## src/hw/rtl/shdip_pkg.sv

```systemverilog
// Package for the signed hex/decimal integer parser.
// Holds the item and result beat types and the character codes.
// No dependencies.
package shdip_pkg;

    // Character codes recognised by the parser.
    localparam logic [15:0] CHAR_MINUS = 16'h002D;
    localparam logic [15:0] CHAR_X_LOW = 16'h0078;
    localparam logic [15:0] CHAR_ZERO  = 16'h0030;
    localparam logic [15:0] CHAR_NINE  = 16'h0039;
    localparam logic [15:0] CHAR_A_UP  = 16'h0041;
    localparam logic [15:0] CHAR_F_UP  = 16'h0046;
    localparam logic [15:0] CHAR_A_LOW = 16'h0061;
    localparam logic [15:0] CHAR_F_LOW = 16'h0066;

    // Digit limits of the two number forms.
    localparam logic [3:0] DEC_LIMIT = 4'd10;
    localparam logic [3:0] HEX_LIMIT = 4'd8;

    // One input beat.
    typedef struct packed {
        logic [15:0] code_unit;
        logic        begin_parse;
        logic        end_of_buffer;
    } unit_t;

    // One result beat.
    typedef struct packed {
        logic signed [31:0] parsed_value;
        logic [3:0]         consumed_count;
        logic               parse_ok;
    } result_t;

    // Handshake between the parse core and the result register.
    typedef struct packed {
        logic    valid;
        result_t data;
    } core_result_t;

endpackage

```

## src/hw/rtl/shdip_if.sv

```systemverilog
// Channel interfaces for the signed hex/decimal integer parser.
// Does not depend on shdip_pkg; the field widths are written out here.

// Input channel: one text code unit per beat.
interface shdip_unit_if;
    logic        valid;
    logic        ready;
    logic [15:0] code_unit;
    logic        begin_parse;
    logic        end_of_buffer;

    modport source (output valid, output code_unit, output begin_parse,
                    output end_of_buffer, input ready);
    modport sink   (input valid, input code_unit, input begin_parse,
                    input end_of_buffer, output ready);
endinterface

// Output channel: one parse result per beat.
interface shdip_result_if;
    logic               valid;
    logic               ready;
    logic signed [31:0] parsed_value;
    logic [3:0]         consumed_count;
    logic               parse_ok;

    modport source (output valid, output parsed_value, output consumed_count,
                    output parse_ok, input ready);
    modport sink   (input valid, input parsed_value, input consumed_count,
                    input parse_ok, output ready);
endinterface

```

## src/hw/rtl/shdip_in_stage.sv

```systemverilog
// Input register of the signed hex/decimal integer parser.
// Depends on shdip_pkg (unit_t).
module shdip_in_stage
    import shdip_pkg::*;
(
    input  logic  clk,
    input  logic  rst_n,
    input  logic  in_valid,
    output logic  in_ready,
    input  unit_t in_data,
    input  logic  take,
    output logic  held_valid,
    output unit_t held_data
);

    logic  vld_reg;
    unit_t data_reg;

    // The register refills in the same cycle as the core takes its beat.
    assign in_ready   = !vld_reg || take;
    assign held_valid = vld_reg;
    assign held_data  = data_reg;

    // Valid flag.
    always_ff @(posedge clk or negedge rst_n)
    begin
        if (!rst_n)
        begin
            vld_reg <= 1'b0;
        end
        else if (in_ready)
        begin
            vld_reg <= in_valid;
        end
    end

    // Payload needs no reset.
    always_ff @(posedge clk)
    begin
        if (in_ready && in_valid)
        begin
            data_reg <= in_data;
        end
    end

endmodule

```

## src/hw/rtl/shdip_core.sv

```systemverilog
// Parse state and single-step logic of the signed hex/decimal integer parser.
// Depends on shdip_pkg (unit_t, core_result_t, character codes, limits).
module shdip_core
    import shdip_pkg::*;
(
    input  logic         clk,
    input  logic         rst_n,
    input  logic         step,
    input  unit_t        unit_in,
    output core_result_t res
);

    typedef enum logic [2:0] {
        PH_IDLE,
        PH_SIGN,
        PH_ZERO,
        PH_ZEROX,
        PH_HEX,
        PH_DEC
    } phase_t;

    phase_t      phase_reg, phase_next;
    logic [31:0] acc_reg, acc_next;
    logic [3:0]  cnt_reg, cnt_next;
    logic        neg_reg, neg_next;
    logic [3:0]  taken_reg, taken_next;

    logic [15:0] c;
    logic        is_dec, is_hex, fin, ok;
    logic [3:0]  dval, hval, taken_base;
    logic [31:0] acc_dec, acc_hex, value;

    // Character classification.
    assign c      = unit_in.code_unit;
    assign is_dec = (c >= CHAR_ZERO) && (c <= CHAR_NINE);
    assign is_hex = is_dec || ((c >= CHAR_A_UP) && (c <= CHAR_F_UP))
                    || ((c >= CHAR_A_LOW) && (c <= CHAR_F_LOW));
    assign dval   = c[3:0];
    assign hval   = is_dec ? c[3:0] : c[3:0] + 4'd9;

    // Accumulate one digit: times ten by two shifts and an add, or times sixteen.
    assign acc_dec = (acc_reg << 3) + (acc_reg << 1) + {28'd0, dval};
    assign acc_hex = (acc_reg << 4) + {28'd0, hval};

    // Units already taken before this one.
    assign taken_base = unit_in.begin_parse ? 4'd0 : taken_reg;

    // Next state and result for one unit.
    always_comb
    begin
        phase_next = phase_reg;
        acc_next   = acc_reg;
        cnt_next   = cnt_reg;
        neg_next   = neg_reg;
        taken_next = taken_reg;
        fin        = 1'b0;
        ok         = 1'b0;
        if (unit_in.begin_parse)
        begin
            acc_next   = '0;
            cnt_next   = '0;
            neg_next   = 1'b0;
            taken_next = '0;
        end
        if (unit_in.begin_parse && c == CHAR_MINUS)
        begin
            neg_next   = 1'b1;
            taken_next = 4'd1;
            if (unit_in.end_of_buffer)
            begin
                fin = 1'b1;
            end
            else
            begin
                phase_next = PH_SIGN;
            end
        end
        else if (unit_in.begin_parse || phase_reg == PH_SIGN)
        begin
            // First digit after the optional sign.
            if (!is_dec)
            begin
                fin = 1'b1;
            end
            else
            begin
                acc_next   = {28'd0, dval};
                cnt_next   = 4'd1;
                taken_next = taken_base + 4'd1;
                if (unit_in.end_of_buffer)
                begin
                    fin = 1'b1;
                    ok  = 1'b1;
                end
                else
                begin
                    phase_next = (dval == 4'd0) ? PH_ZERO : PH_DEC;
                end
            end
        end
        else if (phase_reg == PH_ZERO && c == CHAR_X_LOW)
        begin
            // A hex prefix needs a unit after the 'x'.
            if (unit_in.end_of_buffer)
            begin
                fin = 1'b1;
                ok  = 1'b1;
            end
            else
            begin
                taken_next = taken_reg + 4'd1;
                phase_next = PH_ZEROX;
            end
        end
        else if (phase_reg == PH_ZERO || phase_reg == PH_DEC)
        begin
            // Further decimal digits.
            if (!is_dec)
            begin
                fin = 1'b1;
                ok  = 1'b1;
            end
            else
            begin
                acc_next   = acc_dec;
                cnt_next   = cnt_reg + 4'd1;
                taken_next = taken_reg + 4'd1;
                if (unit_in.end_of_buffer || cnt_next >= DEC_LIMIT)
                begin
                    fin = 1'b1;
                    ok  = 1'b1;
                end
                else
                begin
                    phase_next = PH_DEC;
                end
            end
        end
        else if (phase_reg == PH_ZEROX || phase_reg == PH_HEX)
        begin
            // Hex digits; a bad first digit fails the whole parse.
            if (phase_reg == PH_ZEROX)
            begin
                acc_next = '0;
            end
            if (!is_hex)
            begin
                fin = 1'b1;
                ok  = (phase_reg == PH_HEX);
            end
            else
            begin
                acc_next   = (phase_reg == PH_ZEROX) ? {28'd0, hval} : acc_hex;
                cnt_next   = (phase_reg == PH_ZEROX) ? 4'd1 : cnt_reg + 4'd1;
                taken_next = taken_reg + 4'd1;
                if (unit_in.end_of_buffer || cnt_next >= HEX_LIMIT)
                begin
                    fin = 1'b1;
                    ok  = 1'b1;
                end
                else
                begin
                    phase_next = PH_HEX;
                end
            end
        end
        else
        begin
            phase_next = PH_IDLE;
        end
        if (fin)
        begin
            phase_next = PH_IDLE;
        end
    end

    // Result: negate the wrapped magnitude when a sign was seen.
    assign value                   = neg_next ? (32'd0 - acc_next) : acc_next;
    assign res.valid               = fin;
    assign res.data.parsed_value   = ok ? $signed(value) : 32'sd0;
    assign res.data.consumed_count = ok ? taken_next : 4'd0;
    assign res.data.parse_ok       = ok;

    // Parse state.
    always_ff @(posedge clk or negedge rst_n)
    begin
        if (!rst_n)
        begin
            phase_reg <= PH_IDLE;
            acc_reg   <= '0;
            cnt_reg   <= '0;
            neg_reg   <= 1'b0;
            taken_reg <= '0;
        end
        else if (step)
        begin
            phase_reg <= phase_next;
            acc_reg   <= acc_next;
            cnt_reg   <= cnt_next;
            neg_reg   <= neg_next;
            taken_reg <= taken_next;
        end
    end

endmodule

```

## src/hw/rtl/shdip_out_stage.sv

```systemverilog
// Result register of the signed hex/decimal integer parser.
// Depends on shdip_pkg (result_t, core_result_t).
module shdip_out_stage
    import shdip_pkg::*;
(
    input  logic         clk,
    input  logic         rst_n,
    input  logic         step,
    input  core_result_t res,
    output logic         space,
    output logic         out_valid,
    input  logic         out_ready,
    output result_t      out_data
);

    logic    vld_reg;
    result_t data_reg;

    // The register can take a result when empty or being emptied.
    assign space     = !vld_reg || out_ready;
    assign out_valid = vld_reg;
    assign out_data  = data_reg;

    // Valid flag.
    always_ff @(posedge clk or negedge rst_n)
    begin
        if (!rst_n)
        begin
            vld_reg <= 1'b0;
        end
        else if (space)
        begin
            vld_reg <= step && res.valid;
        end
    end

    // Payload needs no reset.
    always_ff @(posedge clk)
    begin
        if (space && step && res.valid)
        begin
            data_reg <= res.data;
        end
    end

endmodule

```

## src/hw/rtl/signed_hex_decimal_int_parser_unit.sv

```systemverilog
// Top level of the signed hex/decimal integer parser.
// Depends on shdip_pkg, shdip_if, shdip_in_stage, shdip_core and shdip_out_stage.
//
//  Channel   Role   Beat payload
//  units     sink   code_unit[15:0], begin_parse, end_of_buffer
//  results   source parsed_value[31:0] signed, consumed_count[3:0], parse_ok
//
// One unit per cycle is taken unless a finished result waits on a full result register; the
// unit that ends a parse is registered in the input register, its result in the result register.
// The rate is set by the parse state loop, one short accumulate-and-compare per cycle.
// Reset clears the parse state to idle and empties both registers.
// A unit that ends a parse waits in the input register while the result register is full;
// other units keep flowing.
module signed_hex_decimal_int_parser_unit
    import shdip_pkg::*;
(
    input logic           clk,
    input logic           rst_n,
    shdip_unit_if.sink    units,
    shdip_result_if.source results
);

    unit_t        in_data, held_data;
    result_t      out_data;
    core_result_t res;
    logic         held_valid, space, step;

    assign in_data.code_unit     = units.code_unit;
    assign in_data.begin_parse   = units.begin_parse;
    assign in_data.end_of_buffer = units.end_of_buffer;

    // The core steps unless its result cannot be stored.
    assign step = held_valid && (space || !res.valid);

    shdip_in_stage u_in
    (
        .clk        (clk),
        .rst_n      (rst_n),
        .in_valid   (units.valid),
        .in_ready   (units.ready),
        .in_data    (in_data),
        .take       (step),
        .held_valid (held_valid),
        .held_data  (held_data)
    );

    shdip_core u_core
    (
        .clk     (clk),
        .rst_n   (rst_n),
        .step    (step),
        .unit_in (held_data),
        .res     (res)
    );

    shdip_out_stage u_out
    (
        .clk       (clk),
        .rst_n     (rst_n),
        .step      (step),
        .res       (res),
        .space     (space),
        .out_valid (results.valid),
        .out_ready (results.ready),
        .out_data  (out_data)
    );

    assign results.parsed_value   = out_data.parsed_value;
    assign results.consumed_count = out_data.consumed_count;
    assign results.parse_ok       = out_data.parse_ok;

endmodule
```

## src/flat_wrapper.sv

```systemverilog
// flat-port wrapper written by rule: the top's interface ports become plain ports
module signed_hex_decimal_int_parser_unit_flat import shdip_pkg::*;
  (clk, rst_n, units_valid, units_code_unit, units_begin_parse, units_end_of_buffer, units_ready, results_valid, results_parsed_value, results_consumed_count, results_parse_ok, results_ready);
  shdip_unit_if units_i ();
  shdip_result_if results_i ();
  input logic clk;
  input logic rst_n;
  input wire logic [$bits(units_i.valid)-1:0] units_valid;
  input wire logic [$bits(units_i.code_unit)-1:0] units_code_unit;
  input wire logic [$bits(units_i.begin_parse)-1:0] units_begin_parse;
  input wire logic [$bits(units_i.end_of_buffer)-1:0] units_end_of_buffer;
  output wire logic [$bits(units_i.ready)-1:0] units_ready;
  output wire logic [$bits(results_i.valid)-1:0] results_valid;
  output wire logic [$bits(results_i.parsed_value)-1:0] results_parsed_value;
  output wire logic [$bits(results_i.consumed_count)-1:0] results_consumed_count;
  output wire logic [$bits(results_i.parse_ok)-1:0] results_parse_ok;
  input wire logic [$bits(results_i.ready)-1:0] results_ready;
  assign units_i.valid = units_valid;
  assign units_i.code_unit = units_code_unit;
  assign units_i.begin_parse = units_begin_parse;
  assign units_i.end_of_buffer = units_end_of_buffer;
  assign units_ready = units_i.ready;
  assign results_valid = results_i.valid;
  assign results_parsed_value = results_i.parsed_value;
  assign results_consumed_count = results_i.consumed_count;
  assign results_parse_ok = results_i.parse_ok;
  assign results_i.ready = results_ready;
  signed_hex_decimal_int_parser_unit u_core (.clk(clk), .rst_n(rst_n), .units(units_i), .results(results_i));
endmodule
```

## config.mk

```make
export PLATFORM = sky130hd
export DESIGN_NAME = signed_hex_decimal_int_parser_unit_flat
export DESIGN_NICKNAME = d
export VERILOG_FILES = /design/src/hw/rtl/shdip_pkg.sv /design/src/hw/rtl/shdip_if.sv /design/src/hw/rtl/shdip_in_stage.sv /design/src/hw/rtl/shdip_core.sv /design/src/hw/rtl/shdip_out_stage.sv /design/src/hw/rtl/signed_hex_decimal_int_parser_unit.sv /design/src/flat_wrapper.sv
export SDC_FILE = /design/constraint.sdc
export NUM_CORES = 1
export LEC_CHECK = 0
export BUFFER_PORTS_ARGS = -buffer_cell sky130_fd_sc_hd__buf_2
export CAP_MARGIN = 10
export CORE_UTILIZATION = 40
export DETAILED_ROUTE_END_ITERATION = 6
export PLACE_DENSITY = 0.64
export SETUP_SLACK_MARGIN = 0.2
export SLEW_MARGIN = 20
export SYNTH_ARGS = -nofsm -noshare
export SYNTH_HDL_FRONTEND = slang
export SYNTH_HIERARCHICAL = 1
export SYNTH_SLANG_ARGS = --single-unit
```

## constraint.sdc

```tcl
create_clock -name clk -period 12.17 [get_ports clk]
set_clock_uncertainty 0.1 [all_clocks]
set_input_delay 0 -clock clk [delete_from_list [all_inputs] [get_ports clk]]
set_output_delay 0 -clock clk [all_outputs]
set_load 0.05 [all_outputs]
```

==> results.json, run 1 <==
{
  "finalSetupTns_ps": 0,
  "area_growth_pct": 11.4,
  "cts_tree": "yes",
  "yosys_most_used_dff": "edfxtp_1",
  "crit_type": "reg2reg",
  "ir_drop_uv": 164,
  "crit_path_max_fanout": 9,
  "fin_crit_sh": 0.497,
  "hold_path.class": "in2async",
  "startpoint": "u_core/u_in/held_data[5]",
  "overflow": 0,
  "synth_enable_flop_cells": 55,
  "cp-endpoint": "u_core/u_out/out_data[29]",
  "dieArea_um2": 23900,
  "syn-mean-instance-area_um2": 8.44,
  "fmax_mhz": 165,
  "synth_seq_area_share": 0.301,
  "hold_violations": 0,
  "crit_arrival_ps": 6090,
  "synthesis.area_um2": 9320,
  "required_ps": 12210,
  "grt_max_degree": 48,
  "fp.dieH_um": 155,
  "ff2ff_setup_slack_ps": 6120,
  "place.gp.congestion": 0.962,
  "cts_made_buffers": 9,
  "start_util": 0.409,
  "antenna_found_initial": 1,
  "diodes": 0,
  "clk-insertion-delay-late_ps": 370,
  "violations": "design-rule violations",
  "period_minus_slack_ps": 6050,
  "hpwl_um": 21700,
  "tightest_slew_ps": 1070,
  "grt_pass1_vias": 8797,
  "ys_types": 103,
  "rsz0062_at_grt": "no",
  "yosysTopAreaCellShare": 0.177,
  "ctsLongestPathBuffers": 2,
  "rr_worst_depth": 14,
  "portBuffers": 60,
  "first_pass_iters": 7,
  "slew_violations": 0,
  "ant_nets": 0,
  "cap_violations": 0,
  "synth_top_area_cell": "edfxtp_1",
  "routedWlPerCell_um": 20.6,
  "holdWs_ps": 171,
  "fp-row-count": 55,
  "final_layout_size_suffix_gt1_frac": 0.124,
  "die-width_um": 155,
  "htree_levels": 3,
  "clockRootBuffer": "clkbuf_16",
  "clk_pin_slew_ps": 80,
  "vias_per_cell": 6.25,
  "drc": 9,
  "syn-instance-count": 1104,
  "cts_resized": 0,
  "drt-total-wl_um": 30200,
  "ys_seq_elements": 101,
  "cp-end-kind": "flip-flop",
  "status": "finished with violations",
  "synthTopCellsByArea": "edfxtp_1 (18%), dfrtp_1 (12%), ha_1 (8.9%)",
  "synthArstFlopShare": 0.455,
  "grt_pass1_wl_um": 47500,
  "setup_viol": 0,
  "coreArea_um2": 22800,
  "largest_reg_flops": 37,
  "synthesis.nets": 1194,
  "multi_input_area_um2": 6140,
  "startpoint_type": "flip-flop",
  "numClockSinks": 101,
  "power.density_nw_per_um2": 244,
  "seqCellArea_um2": 2800,
  "ys_warn_count": 6,
  "grtUsageTotal": 0.255,
  "max-slew-margin-rel": 0.282,
  "fillers": 2220,
  "dr_total_vias": 9163,
  "r2r_start": "u_core/u_in/held_data[5]",
  "regToRegEndpoint": "u_core/u_out/out_data[29]",
  "p_leak_nw": 4.11,
  "ios": 61,
  "nNetsFinal": 1237,
  "drtIter0Drc": 1079
}
## logic make-up after synthesis
logic type / share of synthesized area
compound gates: 0.276
flops: 0.301
xor+xnor: 0.0385
buf+inv: 0.0452
mux: 0.0230
fa+ha+maj: 0.0929
simple gates: 0.224
## cell usage after synthesis, drive strengths merged (5+ instances only)
| cell type | count |
|---|---|
| a211o | 6 |
| a221oi | 5 |
| a211oi | 16 |
| nand2 | 94 |
| edfxtp | 55 |
| mux2i | 9 |
| o22ai | 8 |
| nor3 | 27 |
| ha | 66 |
| nand2b | 10 |
| clkbuf | 34 |
| a32o | 5 |
| nand4 | 14 |
| and2 | 13 |
| a21oi | 115 |
| o21a | 11 |
| o211ai | 14 |
| nor4 | 7 |
| nor2 | 137 |
| xor2 | 17 |
| a22oi | 7 |
| mux2 | 11 |
| and3 | 15 |
| a32oi | 5 |
| nor3b | 7 |
| xnor2 | 24 |
| a311oi | 7 |
| dfrtp | 46 |
| o31ai | 12 |
| a21o | 11 |
| a2111oi | 9 |
| nor2b | 17 |
| a31oi | 25 |
| buf | 29 |
| inv | 30 |
| a22o | 7 |
| o21ai | 58 |
| a21boi | 5 |
| nand3 | 39 |
## routing by layer
| layer | GRT usage | part of all wire | wire, µm |
|---|---|---|---|
| met5 | 0 | 0 | 0 |
| met4 | 0.129 | 0.050 | 1510 |
| met3 | 0.0502 | 0.086 | 2610 |
| met2 | 0.411 | 0.46 | 13800 |
| met1 | 0.325 | 0.41 | 12200 |
## stage by stage
stage / power [mW] / std cells / setup WS [ps] / area [µm²] / utilization
2_1_floorplan: 1.77 / 1104 / 7050 / 9320 / -
3_3_place_gp: 2.16 / 1428 / 6410 / 9860 / 0.433
3_5_place_dp: 2.18 / 1428 / 6210 / 9860 / 0.433
4_1_cts: 2.51 / 1465 / 6130 / 10400 / 0.456
5_1_grt: 2.71 / 1465 / 5620 / 10400 / 0.456
6_report: 2.53 / 1465 / 6120 / 10400 / 0.456
## layout make-up
type,count,share of cell area
inverters,32,0.0116
flip-flops and latches,101,0.270
clock buffers,10,0.0230
well taps,313,0.0377
clock inverters,6,0.00735
repair buffers,95,0.0593
multi-input cells,908,0.591
## power by group
part | internal, mW | switching (mW)
Combinational | 0.531 | 1.05
Sequential | 0.476 | 0.164
Clock | 0.169 | 0.143
## timing repair
| item | 4_1_cts | 5_1_grt |
|---|---|---|
| hold buffers | 21 | 0 |
| setup buffers | 0 | 0 |
| hold endpoints to repair | 66 | 0 |
## cell usage in the layout, fill, tap and decap left out, drive strengths merged, types with 17 or more instances in the layout
cell type / instances
nor2: 137
a21oi: 115
nand2: 94
buf: 74
ha: 66
o21ai: 58
edfxtp: 55
dfrtp: 46
nand3: 39
inv: 33
nor3: 27
a31oi: 25
xnor2: 24
dlygate4sd3: 21
xor2: 17
nor2b: 17
## critical path, stage by stage (launching register included)
cell       delay [ps]
edfxtp_1          510
inv_1             310
fa_1              500
fa_1              480
nand2b_1          210
a2111oi_0         760
nor3b_2           220
mux2i_1           170
o2111ai_1         210
a31oi_1           250
a2111oi_2         680
nand4_4           310
nor3_4            340
mux2_2            370
a2111oi_0         380
## worst min-delay path by stage
stage / startpoint / end / cells after the start
2_1_floorplan: rst_n / u_core/u_core/acc_reg[0] / 0
3_3_place_gp: rst_n / u_core/u_core/acc_reg[22] / 2
3_5_place_dp: rst_n / u_core/u_core/acc_reg[23] / 2
4_1_cts: rst_n / u_core/u_core/acc_reg[3] / 3
5_1_grt: units_code_unit[10] / u_core/u_in/held_data[12] / 2
6_report: rst_n / u_core/u_core/acc_reg[3] / 3
Power figures use the tool's default switching activity.
==> run 2, diff against run 1 <==
--- a/config.mk
+++ b/config.mk
@@ -5,11 +5,12 @@
 export SDC_FILE = /design/constraint.sdc
 export NUM_CORES = 1
 export LEC_CHECK = 0
+export ABC_AREA = 1
 export BUFFER_PORTS_ARGS = -buffer_cell sky130_fd_sc_hd__buf_2
 export CAP_MARGIN = 10
 export CORE_UTILIZATION = 40
 export DETAILED_ROUTE_END_ITERATION = 6
-export PLACE_DENSITY = 0.64
+export PLACE_DENSITY = 0.65
 export SETUP_SLACK_MARGIN = 0.2
 export SLEW_MARGIN = 20
 export SYNTH_ARGS = -nofsm -noshare
==> constraint.sdc (replaced) <==
create_clock -name clk -period 5.3 [get_ports clk]
set_clock_uncertainty 0.1 [all_clocks]
set_input_delay 0 -clock clk [delete_from_list [all_inputs] [get_ports clk]]
set_output_delay 0 -clock clk [all_outputs]
set_load 0.05 [all_outputs]
==> results.json, run 2 <==
{
  "status": "completed",
  "synthArstFlopShare": 0.455,
  "tightest_slew_ps": 1150,
  "synthesis.area_um2": 10300,
  "critical_path.cell_chain": "inv_2 -> fa_1 -> fa_1 -> inv_1 -> nand2_1 -> nand2_1 -> and2_1 -> nand2_1 -> nand3_1 -> nand2_1 -> nand3_1 -> nand2_1 -> a21oi_1 -> nand2_1 -> nand2_1 -> nand2_1 -> nor2_1 -> nand2_1 -> nor2_1 -> nand3_1 -> nand2_1 -> nand3_1 -> nand2_1 -> nor2_1",
  "largest_reg_flops": 37,
  "yosysMostFrequentCell": "nand2_1",
  "setup_viol": 0,
  "final_common_cell": "nand2_1",
  "finalNonFillerCells": 2055,
  "cts_tree": "yes",
  "synthesis.nets": 1756,
  "slowest_delay_ps": 550,
  "antenna_found_initial": 0,
  "dieArea_um2": 26400,
  "start_util": 0.408,
  "overflow": 0,
  "rsz0062_at_grt": "no",
  "finalSetupTns_ps": 0,
  "fmax_mhz": 231,
  "grt_pass1_vias": 10400,
  "synth_top_area_cell": "nand2_1",
  "area_growth_pct": 10.5,
  "ios": 61,
  "cp-end-kind": "flip-flop",
  "grt_max_degree": 58,
  "nNetsFinal": 1810,
  "period_minus_slack_ps": 4330,
  "syn-mean-instance-area_um2": 6.17,
  "ys_seq_elements": 101,
  "fin_crit_sh": 0.817,
  "synth_seq_area_share": 0.273,
  "drtIter0Drc": 1034,
  "ys_top_cells_by_count": "nand2_1 (507), inv_1 (219), nor2_1 (194), nand3_1 (134), o21ai_0 (130)",
  "cp_top_family": "simple AND/OR/NAND/NOR gates",
  "dp_cells": 2018,
  "final_cell_mix": "nand2_1 (507), inv_1 (219), nor2_1 (194)",
  "portBuffers": 60,
  "total_power_mw": 3.98,
  "place.gp.congestion": 0.960,
  "crit_cells": 24,
  "ir_drop_uv": 247,
  "power.density_nw_per_um2": 351,
  "die-width_um": 162,
  "crit_top_cell": "nand2_1",
  "postCtsSetupBuffers": 0,
  "cap_violations": 0,
  "clockRootBuffer": "clkbuf_16",
  "fin_ws_ps": 970,
  "yosys_most_used_dff": "edfxtp_1",
  "ys_types": 51,
  "drc": 0,
  "synthTopCellsByArea": "nand2_1 (19%), edfxtp_1 (16%), dfrtp_1 (11%)",
  "grtUsageTotal": 0.260,
  "diodes": 0,
  "crit_buf_inv": 2,
  "required_ps": 5310,
  "startpoint_type": "flip-flop",
  "ctsLongestPathBuffers": 2,
  "final_util": 0.451,
  "max-slew-margin-rel": 0.231,
  "slew_violations": 0,
  "p_leak_nw": 5.76,
  "grt_pass1_wl_um": 54000,
  "htree_levels": 3,
  "drt-total-wl_um": 33800,
  "clk_pin_slew_ps": 70,
  "clk-insertion-delay-late_ps": 360,
  "ys_warn_count": 6,
  "crit_type": "reg2reg",
  "crit_path_max_fanout": 8,
  "dr_total_vias": 11200,
  "fp.dieH_um": 162,
  "final_layout_size_suffix_gt1_frac": 0.0742,
  "hold_path.class": "in2async",
  "dp_slack_ps": 1090,
  "slowest_stage": "fa_1",
  "fp-row-count": 58,
  "cts_made_buffers": 9,
  "synth_enable_flop_cells": 55,
  "coreArea_um2": 25200,
  "numClockSinks": 101,
  "ant_nets": 0,
  "routedWlPerCell_um": 16.5,
  "hold_violations": 0,
  "hpwl_um": 25300,
  "crit_arrival_ps": 4340,
  "rr_worst_depth": 24,
  "vias_per_cell": 5.43,
  "first_pass_iters": 7,
  "syn-instance-count": 1666,
  "yosysTopAreaCellShare": 0.185
}
## run 2: final cells by class
cell class	instances	area, µm²
fillers	2652	13800
multi-input cells	1278	6370
flip-flops and latches	101	2800
inverters	230	863
repair buffers	100	653
well taps	330	413
clock buffers	12	236
clock inverters	4	25.0
## run 2: kinds of logic after synthesis
logic type	count (synthesis)	synth area share
compound gates	277	0.145
xor+xnor	12	0.0102
fa+ha+maj	68	0.0842
buf+inv	287	0.110
flops	101	0.273
mux	1	0.00134
simple gates	920	0.377
## run 2: worst register-to-register path: cells and delay by family (launching register included)
family / cells / cell delay, ps
simple gates: 19 / 2050
buf+inv: 2 / 250
fa+ha+maj: 2 / 1030
compound gates: 1 / 120
flops: 1 / 540
## run 2: metal layers
metal,up-vias,global-route usage,share of wire
met3,84,0.0420,0.074
met1,5078,0.334,0.43
li1,5544,-,-
met4,0,0.111,0.039
met5,-,0,0
met2,448,0.430,0.45
## run 2: per-stage QoR
| step | hold slack, ps | cell area [µm²] |
|---|---|---|
| finish | 189 | 11400 |
| global route | 245 | 11400 |
| CTS | 210 | 11400 |
| global placement | 56.9 | 10900 |
| detailed placement | 57.4 | 10900 |
| floorplan | -396 | 10300 |
## run 2: path summary, 6_finish.rpt
path / slack (ps) / start / endpoint
max in group asynchronous: 4440 / rst_n / u_core/u_core/acc_reg[24]
worst min register to register: 390 / u_core/u_core/neg_reg / u_core/u_core/neg_reg
worst max-delay path: 970 / u_core/u_in/held_data[5] / u_core/u_out/out_data[32]
worst min-delay path: 190 / rst_n / u_core/u_core/cnt_reg[2]
worst max register to register: 970 / u_core/u_in/held_data[5] / u_core/u_out/out_data[32]
min in group clk: 240 / units_code_unit[10] / u_core/u_in/held_data[12]
## run 2: report_power, final
| part | switching (mW) | total (mW) | internal (mW) |
|---|---|---|---|
| clock network | 0.310 | 0.629 | 0.318 |
| logic | 1.58 | 2.16 | 0.589 |
| registers | 0.154 | 1.19 | 1.04 |
## run 2: timing repair
| action | 4_1_cts | 5_1_grt |
|---|---|---|
| hold buffers | 21 | 0 |
| endpoints found under the hold margin | 66 | 0 |
| gates resized for setup | 0 | 0 |
==> run 3, diff against run 2 <==
--- a/config.mk
+++ b/config.mk
@@ -10,7 +10,7 @@
 export CAP_MARGIN = 10
 export CORE_UTILIZATION = 40
 export DETAILED_ROUTE_END_ITERATION = 6
-export PLACE_DENSITY = 0.65
+export PLACE_DENSITY = 0.63
 export SETUP_SLACK_MARGIN = 0.2
 export SLEW_MARGIN = 20
 export SYNTH_ARGS = -nofsm -noshare
==> constraint.sdc (replaced) <==
create_clock -name clk -period 4 [get_ports clk]
set_clock_uncertainty 0.1 [all_clocks]
set_input_delay 0 -clock clk [delete_from_list [all_inputs] [get_ports clk]]
set_output_delay 0 -clock clk [all_outputs]
set_load 0.05 [all_outputs]
==> results.json, run 3 (synthesis results as in run 2) <==
{
  "overflow": 0,
  "final_cell_mix": "nand2_1 (469), inv_1 (211), nor2_1 (165)",
  "r2r_start": "u_core/u_core/acc_reg[2]",
  "fin_crit_sh": 0.906,
  "cap_violations": 0,
  "grtUsageTotal": 0.266,
  "cp-end-kind": "flip-flop",
  "finalSetupTns_ps": 0,
  "grt_pass1_wl_um": 55200,
  "status": "completed",
  "period_minus_slack_ps": 3620,
  "die-width_um": 162,
  "place.gp.congestion": 0.979,
  "ant_nets": 0,
  "crit_path_max_fanout": 6,
  "clk-insertion-delay-late_ps": 370,
  "startpoint": "u_core/u_core/acc_reg[2]",
  "clockRootBuffer": "clkbuf_16",
  "ctsLongestPathBuffers": 2,
  "holdWs_ps": 169,
  "hold_path.class": "in2async",
  "fmax_mhz": 276,
  "dr_total_vias": 11600,
  "required_ps": 4030,
  "grt_max_degree": 66,
  "rsz0062_at_grt": "yes",
  "switchingPower_mw": 2.96,
  "numClockSinks": 101,
  "setup_viol": 0,
  "hold_violations": 0,
  "p_int_mw": 2.91,
  "clk_pin_slew_ps": 80,
  "p_leak_nw": 6.16,
  "drtIter0Drc": 1229,
  "coreArea_um2": 25200,
  "finalNonFillerCells": 2116,
  "ios": 61,
  "largest_reg_flops": 37,
  "fillers": 2559,
  "antenna_found_initial": 1,
  "routedWlPerCell_um": 16.9,
  "area_growth_pct": 21.1,
  "cts_made_buffers": 9,
  "max-slew-margin-rel": 0.518,
  "portBuffers": 60,
  "final_common_cell": "nand2_1",
  "dp_cells": 2047,
  "drt-total-wl_um": 35800,
  "nNetsFinal": 1870,
  "fp-row-count": 58,
  "drc": 0,
  "htree_levels": 3,
  "vias_per_cell": 5.49,
  "dieArea_um2": 26400,
  "fp.dieH_um": 162,
  "final_layout_size_suffix_gt1_frac": 0.177,
  "crit_arrival_ps": 3650,
  "first_pass_iters": 6,
  "p_sw_frac": 0.504,
  "crit_type": "reg2reg",
  "ff2ff_setup_slack_ps": 380,
  "slew_violations": 0,
  "comb_power_share": 0.575,
  "pwr-share-clk": 0.156,
  "power.density_nw_per_um2": 471,
  "hpwl_um": 26000,
  "startpoint_type": "flip-flop",
  "pwr-share-seq": 0.270,
  "grt_pass1_vias": 10700,
  "cts_tree": "yes",
  "tightest_slew_ps": 722,
  "start_util": 0.408,
  "ir_drop_uv": 507
}
-- run 3: cell types whose count changed in the layout (fill, tap and decap cells not counted), sizes merged --
cell / change
clkbuf: +2
clkinv: -1
diode: +1
buf: +57
clkinvlp: +1
bufinv: +1
-- run 3: layer usage --
metal / global-route usage / vias to the layer above / wire [µm]
met4: 0.123 / 0 / 1650
li1: - / 5678 / -
met3: 0.0441 / 99 / 2590
met5: 0 / - / 0
met2: 0.445 / 507 / 16500
met1: 0.335 / 5332 / 15100
-- run 3: through the flow --
step	util	cell area [µm²]	power, mW	setup WS, ps
floorplan	-	10300	3.64	408
global placement	0.443	11200	4.45	187
detailed placement	0.443	11200	4.48	171
CTS	0.464	11700	5.42	206
global route	0.494	12400	6.23	138
finish	0.494	12400	5.86	376
-- run 3: worst paths after layout --
| path | end | cells past startpoint |
|---|---|---|
| setup / recovery | u_core/u_out/out_data[35] | 24 |
| hold / removal | u_core/u_core/cnt_reg[0] | 3 |
| setup reg to reg | u_core/u_out/out_data[35] | 24 |
| hold reg to reg | u_core/u_core/taken_reg[3] | 2 |
| max in group asynchronous | u_core/u_core/acc_reg[13] | 3 |
| min in group clk | u_core/u_in/held_data[2] | 2 |
-- run 3: area by class of cell --
cell class              count  area [µm²]  share of cell area
inverters                 230         870              0.0698
multi-input cells        1278        6860               0.551
clock buffers              12         236              0.0190
diodes                      1        2.50            0.000201
flip-flops and latches    101        2810               0.226
well taps                 330         413              0.0332
repair inverters            1        7.51            0.000603
repair buffers            159        1200              0.0965
clock inverters             4        48.8             0.00392
-- run 3: repair_timing --
item	in CTS	in global routing
pin swaps	3	34
setup endpoints to repair	38	91
gates resized for setup	6	151
endpoints found under the hold margin	67	0
buffers inserted	2	25
cloned	0	4
hold buffers	21	0
-- run 3: worst max-delay path: stages, from the launching register on --
cell and delay, ps:
dfrtp_1 410, inv_2 70, fa_2 590, inv_1 80
ha_4 260, nand2_1 60, nor2_2 110, nand3_1 80
nand4_1 110, buf_4 130, nand2_1 60, nand2_2 80
nand2_1 60, nand2_1 60, o21ai_1 70, nand3_2 130
nand2_4 100, nor2_4 110, nand2_2 90, nor2_4 130
nand2_2 100, nand2_4 110, nand3_1 90, nor2_1 120
nor2_1 50
-- run 3: power groups by stage --
stage	Combinational [mW]	Clock, mW	Sequential (mW)
final	3.37	0.914	1.58
after floorplan	1.74	0	1.90
after global placement	2.86	0	1.59
after CTS	2.91	0.926	1.58
after detailed placement	2.88	0	1.60
after global routing	3.67	0.955	1.61
